<file path="src/rtl/bfsp_pkg.sv">
// Shared constants for the shortest-path engine.
`default_nettype none

package bfsp_pkg;

  localparam int VERTICES    = 8;
  localparam int VIDX_W      = $clog2(VERTICES);
  localparam int NUM_ENTRIES = VERTICES * VERTICES;
  localparam int ADDR_W      = 2 * VIDX_W;

  localparam int VTX_W  = 3;
  localparam int WGT_W  = 16;
  localparam int DIST_W = 24;
  localparam int SUM_W  = DIST_W + 1;

  localparam logic [DIST_W-1:0] DIST_MAX = {1'b0, {(DIST_W-1){1'b1}}};
  localparam logic [DIST_W-1:0] DIST_MIN = {1'b1, {(DIST_W-1){1'b0}}};

  localparam logic OP_LOAD = 1'b0;
  localparam logic OP_RUN  = 1'b1;

endpackage

`default_nettype wire

</file>
<file path="src/rtl/bellman_ford_shortest_paths.sv">
// Bellman-Ford shortest-path engine over an adjacency-matrix weight store.
// A load beat writes one weight and leaves the engine ready. A run beat starts
// passes over every edge of the matrix, the last a check pass, each edge read (ST_RD) and then
// relaxed (ST_EX) through one shared add/clamp/compare unit, then one result per
// vertex or a single negative-cycle beat (ST_ERD, ST_EMIT), held by any output stall; the
// check pass ends early on a negative cycle. Reset (async, active low) empties
// the weight store through per-entry valid bits and leaves both channels idle.
`default_nettype none

module bellman_ford_shortest_paths
  import bfsp_pkg::*;
(
  input  wire               clk_i,
  input  wire               rst_ni,
  input  wire               in_valid_i,
  output logic              in_stall_o,
  input  wire               in_operation_i,
  input  wire  [VTX_W-1:0]  in_from_vertex_i,
  input  wire  [VTX_W-1:0]  in_to_vertex_i,
  input  wire  [WGT_W-1:0]  in_edge_weight_i,
  input  wire  [VTX_W-1:0]  in_source_vertex_i,
  output logic              out_valid_o,
  input  wire               out_stall_i,
  output logic [VTX_W-1:0]  out_vertex_o,
  output logic [DIST_W-1:0] out_path_length_o,
  output logic              out_reachable_o,
  output logic              out_negative_cycle_o,
  output logic              out_last_o
);

  localparam logic [2:0] ST_IDLE = 3'd0;
  localparam logic [2:0] ST_RD   = 3'd1;
  localparam logic [2:0] ST_EX   = 3'd2;
  localparam logic [2:0] ST_ERD  = 3'd3;
  localparam logic [2:0] ST_EMIT = 3'd4;

  localparam logic [VIDX_W-1:0] LAST_IDX = VIDX_W'(VERTICES - 1);

  logic [2:0]          state_q, state_d;
  logic [VIDX_W-1:0]   u_q, u_d, v_q, v_d, pass_q, pass_d;
  logic                cycle_q, cycle_d;
  logic [VERTICES-1:0] known_q, known_d;
  logic [NUM_ENTRIES-1:0] wvld_q;

  logic [WGT_W-1:0]  wgt_mem [NUM_ENTRIES];
  logic [DIST_W-1:0] dist_mem [VERTICES];
  logic [WGT_W-1:0]  wgt_rd_q;
  logic              wgt_vld_q;
  logic [DIST_W-1:0] dist_a_q, dist_b_q;

  logic              in_acc;
  logic              load_wr;
  logic [ADDR_W-1:0] load_addr;
  logic [ADDR_W-1:0] edge_addr;
  logic              dist_we;
  logic [VIDX_W-1:0] dist_waddr;
  logic [DIST_W-1:0] dist_wdata;

  logic [WGT_W-1:0]  w_eff;
  logic [SUM_W-1:0]  sum;
  logic              sat_hi, sat_lo;
  logic [DIST_W-1:0] cand;
  logic              considered, improve, is_check;
  logic              out_load;

  assign in_stall_o = (state_q != ST_IDLE);
  assign in_acc     = in_valid_i && !in_stall_o;

  assign load_wr   = in_acc && (in_operation_i == OP_LOAD)
                     && (int'(in_from_vertex_i) < VERTICES)
                     && (int'(in_to_vertex_i) < VERTICES);
  assign load_addr = {VIDX_W'(in_from_vertex_i), VIDX_W'(in_to_vertex_i)};
  assign edge_addr = {u_q, v_q};

  // shared relaxation unit: add, clamp to 24 bits, compare against target
  assign w_eff    = wgt_vld_q ? wgt_rd_q : '0;
  assign sum      = {dist_a_q[DIST_W-1], dist_a_q}
                    + {{(SUM_W-WGT_W){w_eff[WGT_W-1]}}, w_eff};
  assign sat_hi   = !sum[SUM_W-1] && sum[SUM_W-2];
  assign sat_lo   = sum[SUM_W-1] && !sum[SUM_W-2];
  assign cand     = sat_hi ? DIST_MAX : (sat_lo ? DIST_MIN : sum[DIST_W-1:0]);
  assign considered = (w_eff != '0) && known_q[u_q];
  assign improve  = considered
                    && (!known_q[v_q] || ($signed(cand) < $signed(dist_b_q)));
  assign is_check = (pass_q == LAST_IDX);

  assign out_load = (state_q == ST_EMIT) && (!out_valid_o || !out_stall_i);

  always_comb begin
    state_d    = state_q;
    u_d        = u_q;
    v_d        = v_q;
    pass_d     = pass_q;
    cycle_d    = cycle_q;
    known_d    = known_q;
    dist_we    = 1'b0;
    dist_waddr = v_q;
    dist_wdata = cand;
    unique case (state_q)
      ST_IDLE: begin
        if (in_acc && (in_operation_i == OP_RUN)) begin
          u_d     = '0;
          v_d     = '0;
          pass_d  = '0;
          cycle_d = 1'b0;
          known_d = '0;
          if (int'(in_source_vertex_i) < VERTICES) begin
            known_d[VIDX_W'(in_source_vertex_i)] = 1'b1;
            dist_we    = 1'b1;
            dist_waddr = VIDX_W'(in_source_vertex_i);
            dist_wdata = '0;
          end
          state_d = ST_RD;
        end
      end
      ST_RD: begin
        state_d = ST_EX;
      end
      ST_EX: begin
        state_d = ST_RD;
        if (is_check) begin
          if (improve) begin
            cycle_d = 1'b1;
            u_d     = '0;
            state_d = ST_ERD;
          end
        end else begin
          if (improve) begin
            dist_we         = 1'b1;
            known_d[v_q]    = 1'b1;
          end
          if (considered && sat_lo) cycle_d = 1'b1;
        end
        if (state_d == ST_RD) begin
          // advance row-major over the matrix, then to the next pass or, after the check pass, to the results
          v_d = v_q + 1'b1;
          if (v_q == LAST_IDX) begin
            v_d = '0;
            u_d = u_q + 1'b1;
            if (u_q == LAST_IDX) begin
              u_d = '0;
              if (is_check) begin
                state_d = ST_ERD;
              end else begin
                pass_d = pass_q + 1'b1;
              end
            end
          end
        end
      end
      ST_ERD: begin
        state_d = ST_EMIT;
      end
      ST_EMIT: begin
        if (out_load) begin
          if (cycle_q || (u_q == LAST_IDX)) begin
            state_d = ST_IDLE;
          end else begin
            u_d     = u_q + 1'b1;
            state_d = ST_ERD;
          end
        end
      end
      default: state_d = ST_IDLE;
    endcase
  end

  always_ff @(posedge clk_i or negedge rst_ni) begin
    if (!rst_ni) begin
      state_q <= ST_IDLE;
      u_q     <= '0;
      v_q     <= '0;
      pass_q  <= '0;
      cycle_q <= 1'b0;
      known_q <= '0;
      wvld_q  <= '0;
    end else begin
      state_q <= state_d;
      u_q     <= u_d;
      v_q     <= v_d;
      pass_q  <= pass_d;
      cycle_q <= cycle_d;
      known_q <= known_d;
      if (load_wr) wvld_q[load_addr] <= 1'b1;
    end
  end

  always_ff @(posedge clk_i) begin
    if (load_wr) wgt_mem[load_addr] <= in_edge_weight_i;
    wgt_rd_q  <= wgt_mem[edge_addr];
    wgt_vld_q <= wvld_q[edge_addr];
  end

  always_ff @(posedge clk_i) begin
    if (dist_we) dist_mem[dist_waddr] <= dist_wdata;
    dist_a_q <= dist_mem[u_q];
    dist_b_q <= dist_mem[v_q];
  end

  always_ff @(posedge clk_i or negedge rst_ni) begin
    if (!rst_ni) begin
      out_valid_o <= 1'b0;
    end else if (out_load) begin
      out_valid_o <= 1'b1;
    end else if (!out_stall_i) begin
      out_valid_o <= 1'b0;
    end
  end

  always_ff @(posedge clk_i) begin
    if (out_load) begin
      if (cycle_q) begin
        out_vertex_o         <= '0;
        out_path_length_o    <= '0;
        out_reachable_o      <= 1'b0;
        out_negative_cycle_o <= 1'b1;
        out_last_o           <= 1'b1;
      end else begin
        out_vertex_o         <= VTX_W'(u_q);
        out_path_length_o    <= known_q[u_q] ? dist_a_q : '0;
        out_reachable_o      <= known_q[u_q];
        out_negative_cycle_o <= 1'b0;
        out_last_o           <= (u_q == LAST_IDX);
      end
    end
  end

`ifndef SYNTHESIS
  a_cycle_beat_shape: assert property (@(posedge clk_i) disable iff (!rst_ni)
    out_valid_o && out_negative_cycle_o |->
      out_last_o && !out_reachable_o && (out_vertex_o == '0))
    else $error("negative-cycle beat malformed");

  a_source_known: assert property (@(posedge clk_i) disable iff (!rst_ni)
    (state_q == ST_RD) |-> (known_q != '0))
    else $error("relaxation running with no known vertex");

  a_pass_bound: assert property (@(posedge clk_i) disable iff (!rst_ni)
    (state_q == ST_EX) |-> (pass_q <= LAST_IDX))
    else $error("pass counter out of range");

  a_no_write_in_check: assert property (@(posedge clk_i) disable iff (!rst_ni)
    (state_q == ST_EX) && is_check |-> !dist_we)
    else $error("distance written during check pass");

  a_run_starts_clean: assert property (@(posedge clk_i) disable iff (!rst_ni)
    in_acc && (in_operation_i == OP_RUN) |=> (state_q == ST_RD) && !cycle_q)
    else $error("run did not start cleanly");
`endif

endmodule

`default_nettype wire

</file>
<file path="config.mk">
export PLATFORM = sky130hd
export DESIGN_NAME = bellman_ford_shortest_paths
export DESIGN_NICKNAME = d
export VERILOG_FILES = /design/src/rtl/bfsp_pkg.sv /design/src/rtl/bellman_ford_shortest_paths.sv
export SDC_FILE = /design/constraint.sdc
export NUM_CORES = 2
export LEC_CHECK = 0
export ABC_AREA = 1
export BUFFER_PORTS_ARGS = -buffer_cell sky130_fd_sc_hd__buf_2
export CAP_MARGIN = 25
export CORE_MARGIN = 2
export CORE_UTILIZATION = 35
export CTS_CLUSTER_SIZE = 12
export DETAILED_ROUTE_END_ITERATION = 8
export PLACE_DENSITY = 0.6
export REMOVE_ABC_BUFFERS = 1
export SETUP_SLACK_MARGIN = 0.4
export SLEW_MARGIN = 20
export SYNTH_ARGS = -nofsm -noshare
export SYNTH_HDL_FRONTEND = slang
export SYNTH_SLANG_ARGS = --single-unit
</file>
<file path="constraint.sdc">
create_clock -name clk_i -period 5.4 [get_ports clk_i]
set_input_delay 1.08 -clock clk_i [delete_from_list [all_inputs] [get_ports clk_i]]
set_output_delay 1.08 -clock clk_i [all_outputs]
set_load 0.02 [all_outputs]
</file>
---- After elaboration in Yosys (flattened, before gate mapping) ----
Memories as Yosys holds them, arrays and structs flattened. A register that Yosys moved wholly into a read port is not among the register bits.
Cells that the tools add are included.
storage, ports and cells
  register bits ........................... 117
  output and inout port bits .............. 32
  bits in writable memories ............... 1216
  memories kept ........................... 2
cells by class
  add/sub/neg operators ................... 4
  mux-type cells .......................... 67
  equality and inequality tests ........... 19
  reduce and logical (&&, ||, !) cells .... 33
  bitwise operators ....................... 4
  $lt $le $gt $ge ......................... 9
memory list
  name      depth  width  rd ports  clocked after memory_dff  wr ports  line                               source
  wgt_mem   64     16     1         1                         1         bellman_ford_shortest_paths.sv:45  logic [WGT_W-1:0] wgt_mem [NUM_ENTRIES];
  dist_mem  8      24     2         2                         1         bellman_ford_shortest_paths.sv:46  logic [DIST_W-1:0] dist_mem [VERTICES];
operator list
  operator                                                              number
  24-bit 2-to-1 mux                                                     4
  3-bit 2-to-1 mux                                                      23
  64-bit OR                                                             1
  24-bit by 16-bit adder with 25-bit output                             1
  24-bit < comparator                                                   1
  8-bit 2-to-1 mux                                                      3
  1-bit 2-to-1 mux                                                      20
  16-bit 2-to-1 mux                                                     1
  2-bit != test, second input constant                                  8
  8-bit one-hot mux with 2 select lines                                 1
  16-bit nonzero test                                                   1
  3-bit one-hot mux with 5 select lines                                 1
  6-bit by 7-bit < comparator with 1-bit output, second input constant  2
  3-bit == test, second input constant                                  4
  1-bit logical AND                                                     12
  3-bit by 4-bit < comparator with 1-bit output, second input constant  3
  3-bit one-hot mux with 2 select lines                                 2
  4-bit AND reduction                                                   3
  3-bit by 1-bit adder with 3-bit output, second input constant         3
  3-bit one-hot mux with 3 select lines                                 1
  8-bit OR                                                              1
  1-bit binary-select mux with 3-bit select                             2
  1-bit binary-select mux with 6-bit select                             1
  1-bit demux with 3-bit select                                         2
  other kinds (19)                                                      35

---- Logic depth before layout (Yosys ltp) ----
  word-level depth ........................ 17
  mapped depth ............................ 37
  gate-level depth less buffers ........... 33

---- Least setup slack after synthesis ----
OpenSTA, ideal clock, no wires.
  path kind ............................... register to register
  from .................................... register wgt_vld_q
  to ...................................... memory dist_mem[1][0] (enable)
  required time ........................... 4.995 ns
  stages on the path, launching flop included .. 34
  path slack .............................. -0.511 ns
  arrival time ............................ 5.506 ns
  library setup time ...................... 0.405 ns
  cells stage by stage .................... dfxtp_1 -> buf_6 -> clkbuf_1 -> nand2_1 -> inv_1 -> ha_1 -> inv_1 -> fa_1 -> inv_1 -> nand2_1 -> nand3_1 -> nand3_1 -> nand2_1 -> nand2_1 -> nand2_1 -> a21oi_1 -> or2_2 -> o21ai_0 -> a21oi_1 -> xor2_1 -> or2_2 -> nand2_1 -> ha_1 -> nand2_1 -> inv_1 -> nand3_1 -> o221ai_1 -> a21oi_1 -> nand3_1 -> nand3_2 -> nand3_2 -> nand2_4 -> nand2_1 -> nor2_1
on the way
  word-level cells in the longest chain between the ends .. 14
  elaborated cells on any way between the ends .. 18
  those cells by class .................... 1 x add/sub; 1 x order compare; 8 x mux; 8 x reduce/logical
ends and longest elaborated chain
  element                                     line                                source
  start: declaration                          bellman_ford_shortest_paths.sv:48   logic wgt_vld_q;
  start signal: assignment                    bellman_ford_shortest_paths.sv:191  wgt_vld_q <= wvld_q[edge_addr];
  16-bit 2-to-1 mux (*)                       bellman_ford_shortest_paths.sv:76   assign w_eff = wgt_vld_q ? wgt_rd_q : '0;
  24-bit by 16-bit adder with 25-bit output   bellman_ford_shortest_paths.sv:78   + {{(SUM_W-WGT_W){w_eff[WGT_W-1]}}, w_eff};
  1-bit logical NOT                           bellman_ford_shortest_paths.sv:80   assign sat_lo = sum[SUM_W-1] && !sum[SUM_W-2];
  1-bit logical AND                           bellman_ford_shortest_paths.sv:80
  24-bit 2-to-1 mux (2 in series)             bellman_ford_shortest_paths.sv:81   assign cand = sat_hi ? DIST_MAX : (sat_lo ? DIST_MIN : sum[DIST_W-1:0]);
  24-bit < comparator                         bellman_ford_shortest_paths.sv:84   && (!known_q[v_q] || ($signed(cand) < $signed(dist_b_q)));
  1-bit logical OR                            bellman_ford_shortest_paths.sv:84
  1-bit logical AND (*)                       bellman_ford_shortest_paths.sv:84
  1-bit 2-to-1 mux (*)                        bellman_ford_shortest_paths.sv:128  if (improve) begin
  1-bit 2-to-1 mux (*)                        bellman_ford_shortest_paths.sv:121  if (is_check) begin
  1-bit one-hot mux with 2 select lines (*)   bellman_ford_shortest_paths.sv:99   unique case (state_q)
  1-bit 2-to-1 mux (*)                        bellman_ford_shortest_paths.sv:195  if (dist_we) dist_mem[dist_waddr] <= dist_wdata;
  1-bit 2-to-1 mux (not written as such) (*)  bellman_ford_shortest_paths.sv:195
  end: declaration                            bellman_ford_shortest_paths.sv:46
Every way passes the cells marked *; elsewhere a longest branch is shown, timed or not.

---- Final worst setup path ----
  from .................................... register wgt_vld_q
  to ...................................... memory dist_mem[1][15] (enable)
Same word-level chain as after synthesis.

==> results.json <==
{
  "critical_path.max_fanout": 11,
  "grt_usage": 0.1978,
  "drv_cap": 0,
  "rsz0062_at_grt": "false",
  "via_count": 35400,
  "htreeDepth": 4,
  "fillCellCount": 14270,
  "slowest_stage": "ha_2",
  "synthFlopType": "edfxtp_1",
  "tns_ns": 0,
  "synthCells": 4017,
  "slew_violations": 0,
  "layout_common_cells": "edfxtp_1, nand2_1, nor2_1",
  "hpwl_um": 92270,
  "power.density_nw_per_um2": 564.8,
  "fin_worst_skew_ns": 0.05489,
  "syn-cell-area_um2": 54900,
  "cts_root_buffer": "clkbuf_16",
  "layout.area.seq_um2": 40880,
  "synthTopCellsByArea": "edfxtp_1, dfrtp_1, nand2_1",
  "final_hold_viol_count": 0,
  "hold_buffers": 0,
  "synth-edff-count": 1246,
  "ys_async_sr_fraction": 0.06156,
  "synth_seq_cells": 1397,
  "ioPinCount": 62,
  "grt_pass1_vias": 33930,
  "grt_first_pass_wirelength_um": 232300,
  "timing.slew.headroom": 0.3182,
  "end_kind": "register",
  "cts.sinks": 1397,
  "antenna_found_initial": 11,
  "vias_per_cell": 5.582,
  "synth_top_cell_area_share": 0.6815,
  "tritoncts.num_buffers": 144,
  "cp.required_ns": 5.89,
  "fp-row-count": 145,
  "wl_per_cell_um": 25.61,
  "drive_gt1_frac": 0.1358,
  "remaining_drc_errors": 0,
  "first_pass_iters": 6,
  "antenna_left": 0,
  "start_util": 0.3519,
  "yosysWarnings": 0,
  "avgSynthCellArea_um2": 13.67,
  "core_um2": 156000,
  "max_stage_delay_ns": 0.38,
  "synth_seq_area_share": 0.7444,
  "crit_arrival_ns": 5.27,
  "final_common_cell": "edfxtp_1",
  "place_congestion": 0.8519,
  "die_h_um": 400.0,
  "portBuffers": 61,
  "drt-initial-drc-count": 3942,
  "min_period_ns": 4.781,
  "reg2regPathDepth": 29,
  "setup-violations-final": 0,
  "vdd_drop_max_uv": 672.2,
  "hold_class": "input pin to asynchronous set/reset pin",
  "utilization": 0.4080,
  "p_leak_uw": 0.02187,
  "ys_types": 56,
  "die_w_um": 400.0,
  "fmax_mhz": 209.2,
  "syn_to_final_growth_pct": 15.96,
  "nets": 4262,
  "reg2reg_to": "dist_mem[1][15]",
  "finalCritPeriodShare": 0.8853,
  "status": "complete, no violations",
  "hold_slack_ns": 0.3172,
  "cts_buffer_depth": 3,
  "yosysTopAreaCell": "edfxtp_1",
  "crit_top_cell": "nand2_1",
  "grt_remaining_overflow": 0,
  "grt_max_degree": 134,
  "worst_pin_slew_ns": 1.016,
  "clock_latency_ns": 0.79,
  "start_kind": "register",
  "r2r_slack_ns": 0.62,
  "path_class": "register to register",
  "r2r_start": "wgt_vld_q",
  "drt-total-wl_um": 162400,
  "dieArea_um2": 160000,
  "path_clk_slew_ns": 0.06,
  "cts_tree": "yes",
  "multi_input_area_um2": 12680
}
repair_timing:
item | in CTS | in global routing
buffers inserted | 2 | 15
gates cloned | 1 | 10
hold endpoints to repair | 0 | 0
pin swaps | 3 | 20
gates resized for setup | 7 | 71
setup endpoints to repair | 192 | 211
sequential cells by signal, summed over array words and instances (netlist names), 3 cells and up:
name	cells
pass_q	3
dist_b_q	24
known_q	8
dist_mem	192
u_q	3
dist_a_q	24
out_path_length_o	24
wvld_q	64
wgt_rd_q	16
v_q	3
state_q	3
wgt_mem	1024
out_vertex_o	3
metal layers:
| layer | wire (µm) | track usage |
|---|---|---|
| met5 | 84 | 0 |
| met4 | 4813 | 0.06240 |
| met3 | 13540 | 0.03754 |
| met2 | 75660 | 0.3159 |
| met1 | 68300 | 0.2728 |
cell usage after synthesis (5+ instances only):
library cell and instances:
edfxtp_1 1246, nand2_1 565, nor2_1 289, inv_1 232
o21ai_0 194, clkbuf_1 177, a221oi_1 153, a21oi_1 142
a22oi_1 127, nand4_1 120, a22o_1 112, nand3_1 93
dfrtp_1 86, dfxtp_1 65, buf_1 47, a31oi_1 46
ha_1 46, or2_2 44, o211ai_1 36, o22ai_1 28
a211oi_1 25, o2111ai_1 15, a41oi_1 10, nor4_1 9
o221ai_1 9, o21ai_2 8, xnor2_1 8, xor2_1 8
a211o_1 7, nor3_1 7, o2bb2ai_1 6, o31ai_1 6
clkinv_1 5, inv_2 5, nand3_2 5, o21bai_1 5
stage by stage:
step | cells | area [µm²] | setup WS [ns] | power, µW
final | 6342 | 63660 | 0.6195 | 35950
after CTS | 6311 | 62990 | 0.4131 | 35170
after global routing | 6337 | 63650 | 0.2838 | 37570
after floorplan | 3789 | 54020 | -6.207 | 20890
after detailed placement | 6068 | 58530 | 0.2501 | 25720
after global placement | 6066 | 58490 | 0.2198 | 25630
kinds of logic after synthesis:
kind of cell,after synthesis,share of synthesized area
flip-flops,1397,0.7444
XOR/XNOR,16,0.002553
AND/OR/NAND/NOR,1143,0.09002
AO/OA/AOI/OAI,944,0.1196
adder cells (fa/ha/maj),47,0.01085
buffers and inverters,470,0.03257
worst max-delay path, delay by kind of cell, from the launching register on:
family / cells / cell delay [ns]
adders and majority gates: 2 / 0.66
and+or+nand+nor: 22 / 2.70
DFF: 1 / 0.37
buffers and inverters: 5 / 0.74
report_power, final:
part / switching, µW / internal (µW) / leakage (µW)
logic: 8630 / 3730 / 0.00696
registers: 472 / 13700 / 0.0128
clock network: 4130 / 5290 / 0.00211
total: 13200 / 22700 / 0.0219
worst max path at each step:
stage / startpoint / endpoint / slack (ns) / cells after the start
3_3_place_gp: wgt_vld_q / dist_mem[7][3] / 0.22 / 30
4_1_cts: wgt_vld_q / dist_mem[4][4] / 0.41 / 32
3_5_place_dp: wgt_vld_q / dist_mem[7][2] / 0.25 / 30
5_1_grt: wgt_vld_q / dist_mem[1][15] / 0.28 / 31
2_1_floorplan: v_q[0] / dist_mem[7][0] / -6.21 / 11
6_report: wgt_vld_q / dist_mem[1][15] / 0.62 / 29
layout make-up:
| class | instances | share of cell area |
|---|---|---|
| inverter | 242 | 0.01452 |
| timing repair buffer | 249 | 0.03469 |
| clock inverter | 40 | 0.007075 |
| sequential | 1397 | 0.6421 |
| tap | 2058 | 0.04045 |
| multi-input combinational | 2151 | 0.1992 |
| antenna | 5 | 0.0001965 |
| clock buffer | 200 | 0.06169 |
Note: power is estimated with default switching activity, not from simulation.
